<file path="src/mcpes_pkg.sv">
package mcpes_pkg;

    // Command codes
    localparam logic [1:0] CMD_LOAD  = 2'd0;
    localparam logic [1:0] CMD_START = 2'd1;
    localparam logic [1:0] CMD_EVENT = 2'd2;

    // Configuration register indexes
    localparam logic CFG_ACTIVE = 1'b0;
    localparam logic CFG_MIN    = 1'b1;

    localparam int MASK_W     = 16;
    localparam int INTERVAL_W = 16;
    localparam int ACTIVE_W   = 5;
    localparam int REM_W      = 16;
    localparam int OVF_W      = 17;
    localparam int FIELD_W    = 32;

    typedef enum logic [1:0] {
        ST_IDLE,
        ST_RELOAD,
        ST_DECIDE,
        ST_SUBTRACT
    } state_t;

    // Channel memory strobes from the sequencer
    typedef struct packed {
        logic rd_en;
        logic cd_we;
        logic tm_we;
    } mem_ctl_t;

endpackage

</file>
<file path="src/mcpes_chan_mem.sv">
module mcpes_chan_mem #(
    parameter int CHANNELS  = 16,
    parameter int TIME_BITS = 32,
    parameter int CH_W      = 4
) (
    input  logic                  clk,
    input  logic                  rst_n,
    input  mcpes_pkg::mem_ctl_t   ctl,
    input  logic [CH_W-1:0]       rd_addr,
    input  logic [CH_W-1:0]       wr_addr,
    input  logic [TIME_BITS-1:0]  cd_wdata,
    input  logic                  lvl_wdata,
    input  logic [TIME_BITS-1:0]  high_wdata,
    input  logic [TIME_BITS-1:0]  low_wdata,
    output logic [TIME_BITS-1:0]  cd_rdata,
    output logic                  lvl_rdata,
    output logic [TIME_BITS-1:0]  high_rdata,
    output logic [TIME_BITS-1:0]  low_rdata
);
    import mcpes_pkg::*;

    logic [TIME_BITS:0]       cd_mem [CHANNELS];
    logic [2*TIME_BITS-1:0]   tm_mem [CHANNELS];
    logic [CHANNELS-1:0]      valid_reg;
    logic [TIME_BITS:0]       cd_q_reg;
    logic [2*TIME_BITS-1:0]   tm_q_reg;
    logic                     ok_q_reg;

    // Write countdown and level, and timing pairs
    always_ff @(posedge clk)
    begin
        if (ctl.cd_we)
        begin
            cd_mem[wr_addr] <= {lvl_wdata, cd_wdata};
        end
        if (ctl.tm_we)
        begin
            tm_mem[wr_addr] <= {high_wdata, low_wdata};
        end
    end

    // Registered read port
    always_ff @(posedge clk)
    begin
        if (ctl.rd_en)
        begin
            cd_q_reg <= cd_mem[rd_addr];
            tm_q_reg <= tm_mem[rd_addr];
        end
    end

    // Mark entries written since reset; unwritten ones read a zero countdown and level
    always_ff @(posedge clk or negedge rst_n)
    begin
        if (!rst_n)
        begin
            valid_reg <= '0;
            ok_q_reg  <= 1'b0;
        end
        else
        begin
            if (ctl.cd_we)
            begin
                valid_reg[wr_addr] <= 1'b1;
            end
            if (ctl.rd_en)
            begin
                ok_q_reg <= valid_reg[rd_addr];
            end
        end
    end

    assign cd_rdata   = ok_q_reg ? cd_q_reg[TIME_BITS-1:0] : '0;
    assign lvl_rdata  = ok_q_reg ? cd_q_reg[TIME_BITS] : 1'b0;
    assign high_rdata = tm_q_reg[2*TIME_BITS-1:TIME_BITS];
    assign low_rdata  = tm_q_reg[TIME_BITS-1:0];

endmodule

</file>
<file path="src/multi_channel_pulse_event_scheduler_unit.sv">
// Channel    Handshake                 Fields
// command    start / busy              command, channel, high_ticks, low_ticks,
//                                      start_level, idle_mask
// result     done (one-cycle strobe)   no_pending, remainder_ticks,
//                                      overflow_count, action_mask
// config     cfg_wen, cfg_index        cfg_data
//
// Load, start and unused commands are handled in idle; the result strobes on the next cycle.
// An event holds busy through a reload pass over the n active channels, a decide state and
// a subtract pass; each pass reads each active channel and writes it back in turn.
// With nothing pending it stops after the decide state and skips the subtract pass.
// The result strobes in the first cycle with busy low; a new word may be taken then.
// Reset clears countdowns and levels through per-entry valid bits; the receiver cannot stall.
module multi_channel_pulse_event_scheduler_unit #(
    parameter int CHANNELS  = 16,
    parameter int TIME_BITS = 32
) (
    input  logic                                clk,
    input  logic                                rst_n,
    input  logic                                start,
    output logic                                busy,
    input  logic [1:0]                          command,
    input  logic [3:0]                          channel,
    input  logic [mcpes_pkg::FIELD_W-1:0]       high_ticks,
    input  logic [mcpes_pkg::FIELD_W-1:0]       low_ticks,
    input  logic                                start_level,
    input  logic [mcpes_pkg::MASK_W-1:0]        idle_mask,
    input  logic                                cfg_wen,
    input  logic                                cfg_index,
    input  logic [mcpes_pkg::INTERVAL_W-1:0]    cfg_data,
    output logic                                done,
    output logic                                no_pending,
    output logic [mcpes_pkg::REM_W-1:0]         remainder_ticks,
    output logic [mcpes_pkg::OVF_W-1:0]         overflow_count,
    output logic [mcpes_pkg::MASK_W-1:0]        action_mask
);
    import mcpes_pkg::*;

    localparam int CH_W  = (CHANNELS > 1) ? $clog2(CHANNELS) : 1;
    localparam int CNT_W = $clog2(CHANNELS + 1);

    state_t                 state_reg, state_next;
    logic [CNT_W-1:0]       idx_reg, idx_next;
    logic                   rd_busy_reg, rd_busy_next;
    logic [CH_W-1:0]        rd_idx_reg, rd_idx_next;
    logic                   found_reg, found_next;
    logic [TIME_BITS-1:0]   gap_reg, gap_next;
    logic [CHANNELS-1:0]    act_reg, act_next;
    logic [MASK_W-1:0]      move_mask_reg, move_mask_next;
    logic [ACTIVE_W-1:0]    active_reg;
    logic [INTERVAL_W-1:0]  min_reg;
    logic                   done_reg, done_next;
    logic                   no_pending_reg, no_pending_next;
    logic [REM_W-1:0]       rem_reg, rem_next;
    logic [OVF_W-1:0]       ovf_reg, ovf_next;
    logic [CHANNELS-1:0]    action_reg, action_next;

    logic                   accept;
    logic [CNT_W-1:0]       n_live;
    logic                   issue;
    logic                   pass_end;
    logic [TIME_BITS-1:0]   min_ext;
    logic [CHANNELS-1:0]    mask_sel;
    logic                   load_ok;

    mem_ctl_t               ctl;
    logic [CH_W-1:0]        rd_addr;
    logic [CH_W-1:0]        wr_addr;
    logic [TIME_BITS-1:0]   cd_wdata;
    logic                   lvl_wdata;
    logic [TIME_BITS-1:0]   cd_rdata;
    logic                   lvl_rdata;
    logic [TIME_BITS-1:0]   high_rdata;
    logic [TIME_BITS-1:0]   low_rdata;

    logic                   due;
    logic                   unmasked;
    logic [TIME_BITS-1:0]   reload_cd;
    logic                   reload_lvl;
    logic                   reload_above;
    logic                   sub_above;
    logic [TIME_BITS-1:0]   sub_cd;

    mcpes_chan_mem #(
        .CHANNELS  (CHANNELS),
        .TIME_BITS (TIME_BITS),
        .CH_W      (CH_W)
    ) u_mem (
        .clk        (clk),
        .rst_n      (rst_n),
        .ctl        (ctl),
        .rd_addr    (rd_addr),
        .wr_addr    (wr_addr),
        .cd_wdata   (cd_wdata),
        .lvl_wdata  (lvl_wdata),
        .high_wdata (high_ticks[TIME_BITS-1:0]),
        .low_wdata  (low_ticks[TIME_BITS-1:0]),
        .cd_rdata   (cd_rdata),
        .lvl_rdata  (lvl_rdata),
        .high_rdata (high_rdata),
        .low_rdata  (low_rdata)
    );

    assign busy     = (state_reg != ST_IDLE);
    assign accept   = start && !busy;
    assign min_ext  = TIME_BITS'(min_reg);
    assign mask_sel = move_mask_reg[CHANNELS-1:0];
    assign load_ok  = ({1'b0, channel} < 5'(CHANNELS));

    // Clamp the active count to the channel count
    always_comb
    begin
        if (active_reg > ACTIVE_W'(CHANNELS))
        begin
            n_live = CNT_W'(CHANNELS);
        end
        else
        begin
            n_live = active_reg[CNT_W-1:0];
        end
    end

    assign issue    = (idx_reg < n_live);
    assign pass_end = !issue && !rd_busy_reg;

    // Reload arithmetic on the word read last cycle
    assign due          = (cd_rdata <= min_ext);
    assign unmasked     = !mask_sel[rd_idx_reg];
    assign reload_cd    = (due && unmasked) ? cd_rdata + (lvl_rdata ? low_rdata : high_rdata)
                                            : cd_rdata;
    assign reload_lvl   = (due && unmasked) ? !lvl_rdata : lvl_rdata;
    assign reload_above = (reload_cd > min_ext);

    // Advance arithmetic
    assign sub_above = (cd_rdata > min_ext);
    assign sub_cd    = sub_above ? cd_rdata - gap_reg : cd_rdata;

    // Next state
    always_comb
    begin
        state_next = state_reg;
        case (state_reg)
            ST_IDLE:
            begin
                if (accept && command == CMD_EVENT)
                begin
                    state_next = ST_RELOAD;
                end
            end
            ST_RELOAD:
            begin
                if (pass_end)
                begin
                    state_next = ST_DECIDE;
                end
            end
            ST_DECIDE:
            begin
                state_next = found_reg ? ST_SUBTRACT : ST_IDLE;
            end
            ST_SUBTRACT:
            begin
                if (pass_end)
                begin
                    state_next = ST_IDLE;
                end
            end
            default:
            begin
                state_next = ST_IDLE;
            end
        endcase
    end

    // Datapath, memory strobes and result words
    always_comb
    begin
        idx_next        = idx_reg;
        rd_busy_next    = 1'b0;
        rd_idx_next     = idx_reg[CH_W-1:0];
        found_next      = found_reg;
        gap_next        = gap_reg;
        act_next        = act_reg;
        move_mask_next  = move_mask_reg;
        done_next       = 1'b0;
        no_pending_next = no_pending_reg;
        rem_next        = rem_reg;
        ovf_next        = ovf_reg;
        action_next     = action_reg;
        ctl             = '0;
        rd_addr         = idx_reg[CH_W-1:0];
        wr_addr         = rd_idx_reg;
        cd_wdata        = reload_cd;
        lvl_wdata       = reload_lvl;
        case (state_reg)
            ST_IDLE:
            begin
                if (accept)
                begin
                    idx_next   = '0;
                    found_next = 1'b0;
                    gap_next   = '0;
                    if (command != CMD_EVENT)
                    begin
                        // Non-event commands answer with an all-zero word
                        done_next       = 1'b1;
                        no_pending_next = 1'b0;
                        rem_next        = '0;
                        ovf_next        = '0;
                        action_next     = '0;
                    end
                    case (command)
                        CMD_LOAD:
                        begin
                            ctl.cd_we = load_ok;
                            ctl.tm_we = load_ok;
                            wr_addr   = channel[CH_W-1:0];
                            cd_wdata  = '0;
                            lvl_wdata = start_level;
                        end
                        CMD_START:
                        begin
                            move_mask_next = idle_mask;
                        end
                        default:
                        begin
                        end
                    endcase
                end
            end
            ST_RELOAD:
            begin
                ctl.rd_en    = issue;
                rd_busy_next = issue;
                if (issue)
                begin
                    idx_next = idx_reg + 1'b1;
                end
                if (rd_busy_reg)
                begin
                    // Write back the reloaded channel and track the least gap
                    ctl.cd_we = 1'b1;
                    if (reload_above && (!found_reg || reload_cd < gap_reg))
                    begin
                        found_next = 1'b1;
                        gap_next   = reload_cd;
                    end
                end
            end
            ST_DECIDE:
            begin
                idx_next = '0;
                act_next = '0;
                if (!found_reg)
                begin
                    // Nothing pending: mask every channel until the next start
                    move_mask_next  = '1;
                    done_next       = 1'b1;
                    no_pending_next = 1'b1;
                    rem_next        = '0;
                    ovf_next        = '0;
                    action_next     = '0;
                end
            end
            ST_SUBTRACT:
            begin
                ctl.rd_en    = issue;
                rd_busy_next = issue;
                cd_wdata     = sub_cd;
                lvl_wdata    = lvl_rdata;
                if (issue)
                begin
                    idx_next = idx_reg + 1'b1;
                end
                if (rd_busy_reg)
                begin
                    ctl.cd_we = 1'b1;
                    if (sub_cd <= min_ext && unmasked)
                    begin
                        act_next[rd_idx_reg] = 1'b1;
                    end
                end
                if (pass_end)
                begin
                    done_next       = 1'b1;
                    no_pending_next = 1'b0;
                    rem_next        = gap_reg[REM_W-1:0];
                    ovf_next        = OVF_W'(gap_reg[TIME_BITS-1:16]) + OVF_W'(1);
                    action_next     = act_reg;
                end
            end
            default:
            begin
            end
        endcase
    end

    // Control registers
    always_ff @(posedge clk or negedge rst_n)
    begin
        if (!rst_n)
        begin
            state_reg     <= ST_IDLE;
            rd_busy_reg   <= 1'b0;
            move_mask_reg <= '1;
            active_reg    <= ACTIVE_W'(1);
            min_reg       <= '0;
            done_reg      <= 1'b0;
        end
        else
        begin
            state_reg     <= state_next;
            rd_busy_reg   <= rd_busy_next;
            move_mask_reg <= move_mask_next;
            done_reg      <= done_next;
            if (cfg_wen)
            begin
                case (cfg_index)
                    CFG_ACTIVE: active_reg <= cfg_data[ACTIVE_W-1:0];
                    CFG_MIN:    min_reg    <= cfg_data;
                    default:
                    begin
                    end
                endcase
            end
        end
    end

    // Payload registers
    always_ff @(posedge clk)
    begin
        idx_reg        <= idx_next;
        rd_idx_reg     <= rd_idx_next;
        found_reg      <= found_next;
        gap_reg        <= gap_next;
        act_reg        <= act_next;
        no_pending_reg <= no_pending_next;
        rem_reg        <= rem_next;
        ovf_reg        <= ovf_next;
        action_reg     <= action_next;
    end

    assign done            = done_reg;
    assign no_pending      = no_pending_reg;
    assign remainder_ticks = rem_reg;
    assign overflow_count  = ovf_reg;
    assign action_mask     = MASK_W'(action_reg);

endmodule

</file>
<file path="config.mk">
export PLATFORM = sky130hd
export DESIGN_NAME = multi_channel_pulse_event_scheduler_unit
export DESIGN_NICKNAME = d
export VERILOG_FILES = /design/src/mcpes_pkg.sv /design/src/mcpes_chan_mem.sv /design/src/multi_channel_pulse_event_scheduler_unit.sv
export SDC_FILE = /design/constraint.sdc
export NUM_CORES = 2
export LEC_CHECK = 0
export BUFFER_PORTS_ARGS = -buffer_cell sky130_fd_sc_hd__buf_2
export CAP_MARGIN = 20
export CORE_MARGIN = 8
export CORE_UTILIZATION = 23
export CTS_CLUSTER_SIZE = 14
export DETAILED_ROUTE_END_ITERATION = 12
export GPL_ROUTABILITY_DRIVEN = 0
export PLACE_DENSITY_LB_ADDON = 0.08
export SLEW_MARGIN = 0
export SYNTH_ARGS = -nofsm -noshare
export SYNTH_HDL_FRONTEND = slang
export SYNTH_SLANG_ARGS = --single-unit
</file>
<file path="constraint.sdc">
create_clock -name clk -period 12.51 [get_ports clk]
set_input_delay 1.8765 -clock clk [delete_from_list [all_inputs] [get_ports clk]]
set_output_delay 1.8765 -clock clk [all_outputs]
set_load 0.02 [all_outputs]
</file>
==> metrics.csv <==
metric,value,unit
total gr overflow,0,
sort of element at the end of the critical path,register,
met2 wirelength from detailed routing,117,mm
startpoint type of the worst setup path,register,
share of synthesized registers carrying an async set or reset,3.20,%
Crit Path Category,reg -> reg,
clock root cell,clkbuf_16,
maximum number of pins on one net before global-route repair,109,
first-pass GRT wire length,346,mm
number of nets with antenna violations after routing,0,
average wire per cell in the routed design,28.6,µm
Pleak,28.6,nW
area growth from synthesis to final layout,18.0,%
Slew Limit Headroom,34.6,%
setup-violating endpoint count in the final report,0,
count of synthesis-stage warnings from yosys,0,
Cell variety after synth,93,
post-route DRC violation count,0,
boundary pin count,160,
clock tree skew after final layout,96.1,ps
H-Tree Depth,4,
global routing usage summed across all routing layers,14.1,%
worst reg-to-reg path cell count,24,
worst setup margin,5200,ps
"commonest non-fill, non-tap cell in the layout",edfxtp_1,
clock latency reported for the late side of the worst-skew pair,890,ps
per-cell via count in the routed design,4.42,
total core area,327000,µm²
sinks on the clock net,1815,
Worst IR Drop VDD,193,µV
post-synthesis sequential area ratio,71.9,%
Placement Rows,210,
cts-stage hold buffer count,0,
predominant post-synthesis flop cell,edfxtp_1,
Cell Pwr Density,264,nW/µm²
reg-to-reg setup timing slack,5200,ps
"EDFF count, synth",1753,
mean instance size in the synthesized netlist,19.3,µm²
HP Class,reg -> reg,
max frequency,137,MHz
layout cells sized above 1,27.9,%
arrival time at the worst endpoint,7750,ps
setup total negative slack,0,ps
met1 wire length,118,mm
CTS tree,done,
drt first pass iters,7,
overall via count from detail_route,38647,
cell count after synthesis,3901,
number of maximum-capacitance violations,0,
number of port buffers,159,
total wire length after detailed routing,250,mm
synthesized area,75300,µm²
"commonest cells after routing, fill and taps aside","edfxtp_1, mux4_2, clkbuf_16, nor2_1, buf_2",
final net count,4469,
initial antenna violation count,50,
number of global-route vias before repair,40494,
number of DRC markers in iteration 0,2535,
setup fix buffers added after clock tree synthesis,0,
Slew @ Worst Pin,981,ps
cell depth of the worst hold path,1,
DR WL met3,9.31,mm
"CTS clk-pin slew, worst paths",60,ps
area of the die,346000,µm²
crit path max fanout,45,
highest signal layer in the routed design,met5,
height of the die,588,µm
total CTS buffers,213,
endpoint required time on the critical path,12950,ps
cells resized by post-CTS repair,0,
status,"finished, final reports clean",
effective utilization at floorplan,23.1,%
maximum number of buffers from clock root to sink,4,
post-route fraction of the period consumed by the critical path,58.4,%
number of hold-slack violations in the final timing report,0,
Chip Width,588,µm
Post-Place Setup Slack,5250,ps
shortest clock period the worst path allows after layout,7310,ps
RSZ-0062 raised after global routing,no,
Largest register FFs,1024,
DP HPWL,152,mm
flop and latch count out of synthesis,1815,
final-report max-slew violation count,0,
syn_nets,4158,
==> worst max-delay path, stage by stage (launching register included) <==
cell and delay, ps:
dfrtp_2 380, buf_4 290, nand2_2 180, buf_4 480, mux2_2 420, ha_1 460
a21oi_1 310, o21ai_0 170, or3_1 410, a211oi_1 290, o31ai_1 160, xor2_1 160
a21o_1 290, ha_1 330, a21o_1 170, a21o_1 180, a21o_1 180, a21o_1 170
a21o_1 170, a21o_1 170, a21oi_1 170, a31oi_1 100, or4_1 470, a311oi_4 270
buf_4 440
==> cell type report <==
class / instances / area (µm²)
multi-input combinational: 1807 / 20400
tap: 4346 / 5440
antenna: 11 / 27.5
clock buffer: 264 / 5520
inverter: 95 / 357
clock inverter: 123 / 1100
fill: 32578 / 238000
sequential: 1815 / 54200
timing repair buffer: 280 / 1850
==> through the flow <==
stage | power [W] | std cells | hold WS, ps | instance area (µm²) | util, %
2_1_floorplan | 0.0141 | 3901 | 375 | 75300 | -
3_3_place_gp | 0.0179 | 8341 | 447 | 82200 | 25.2
3_5_place_dp | 0.0178 | 8343 | 450 | 82200 | 25.2
4_1_cts | 0.0239 | 8730 | 468 | 88900 | 27.2
5_1_grt | 0.0248 | 8731 | 485 | 88900 | 27.2
6_report | 0.0234 | 8741 | 463 | 88900 | 27.2
==> layer usage <==
metal | track usage (%) | vias to the layer above
li1 | - | 16643
met1 | 20.2 | 20868
met2 | 22.9 | 814
met3 | 2.00 | 308
met4 | 2.78 | 14
met5 | 0 | -
==> power breakdown <==
part           leakage, nW  internal [W]  switching (W)
Combinational         8.67       0.00333        0.00572
Clock                 3.23       0.00349        0.00250
Sequential            16.7       0.00798       0.000407
Total                 28.6        0.0148        0.00863
==> final timing paths <==
| check | endpoint | startpoint |
|---|---|---|
| setup / recovery | gap_reg[12]$_SDFFCE_PN0P_ | u_mem.ok_q_reg$_DFFE_PN0P_ |
| hold / removal | u_mem.valid_reg[2]$_DFFE_PN0P_ | u_mem.valid_reg[2]$_DFFE_PN0P_ |
| setup reg to reg | gap_reg[12]$_SDFFCE_PN0P_ | u_mem.ok_q_reg$_DFFE_PN0P_ |
| hold reg to reg | u_mem.valid_reg[2]$_DFFE_PN0P_ | u_mem.valid_reg[2]$_DFFE_PN0P_ |
| max in group asynchronous | u_mem.ok_q_reg$_DFFE_PN0P_ | rst_n |
| min in group asynchronous | active_reg[4]$_DFFE_PN0P_ | rst_n |
==> kinds of logic (layout without fill, tap and decap cells) <==
logic type                 after synthesis  in the layout  share of synthesized area, %
AOI/OAI and AO/OA                      388            388                          3.49
xor gates and xnor gates                71             71                         0.825
adders and majority gates              149            149                          2.48
buffers and inverters                  279            762                          1.44
DFF                                   1815           1815                          71.9
muxes                                  557            557                          15.7
other                                    0             11                             0
and+or+nand+nor                        642            642                          4.13
==> cell usage after synthesis (all sizes together), types with 53 or more instances <==
cell type  instances  share of area, %
nand2            126              0.63
and2              68              0.57
o21ai             73              0.49
ha               148               2.5
mux2              53              0.80
nor2             221               1.1
inv               95              0.47
mux4             494                15
a21oi            101              0.70
a21o              57              0.57
clkbuf           130              0.65
edfxtp          1753                70
buf               54              0.32
Power figures use the tool's default switching activity.
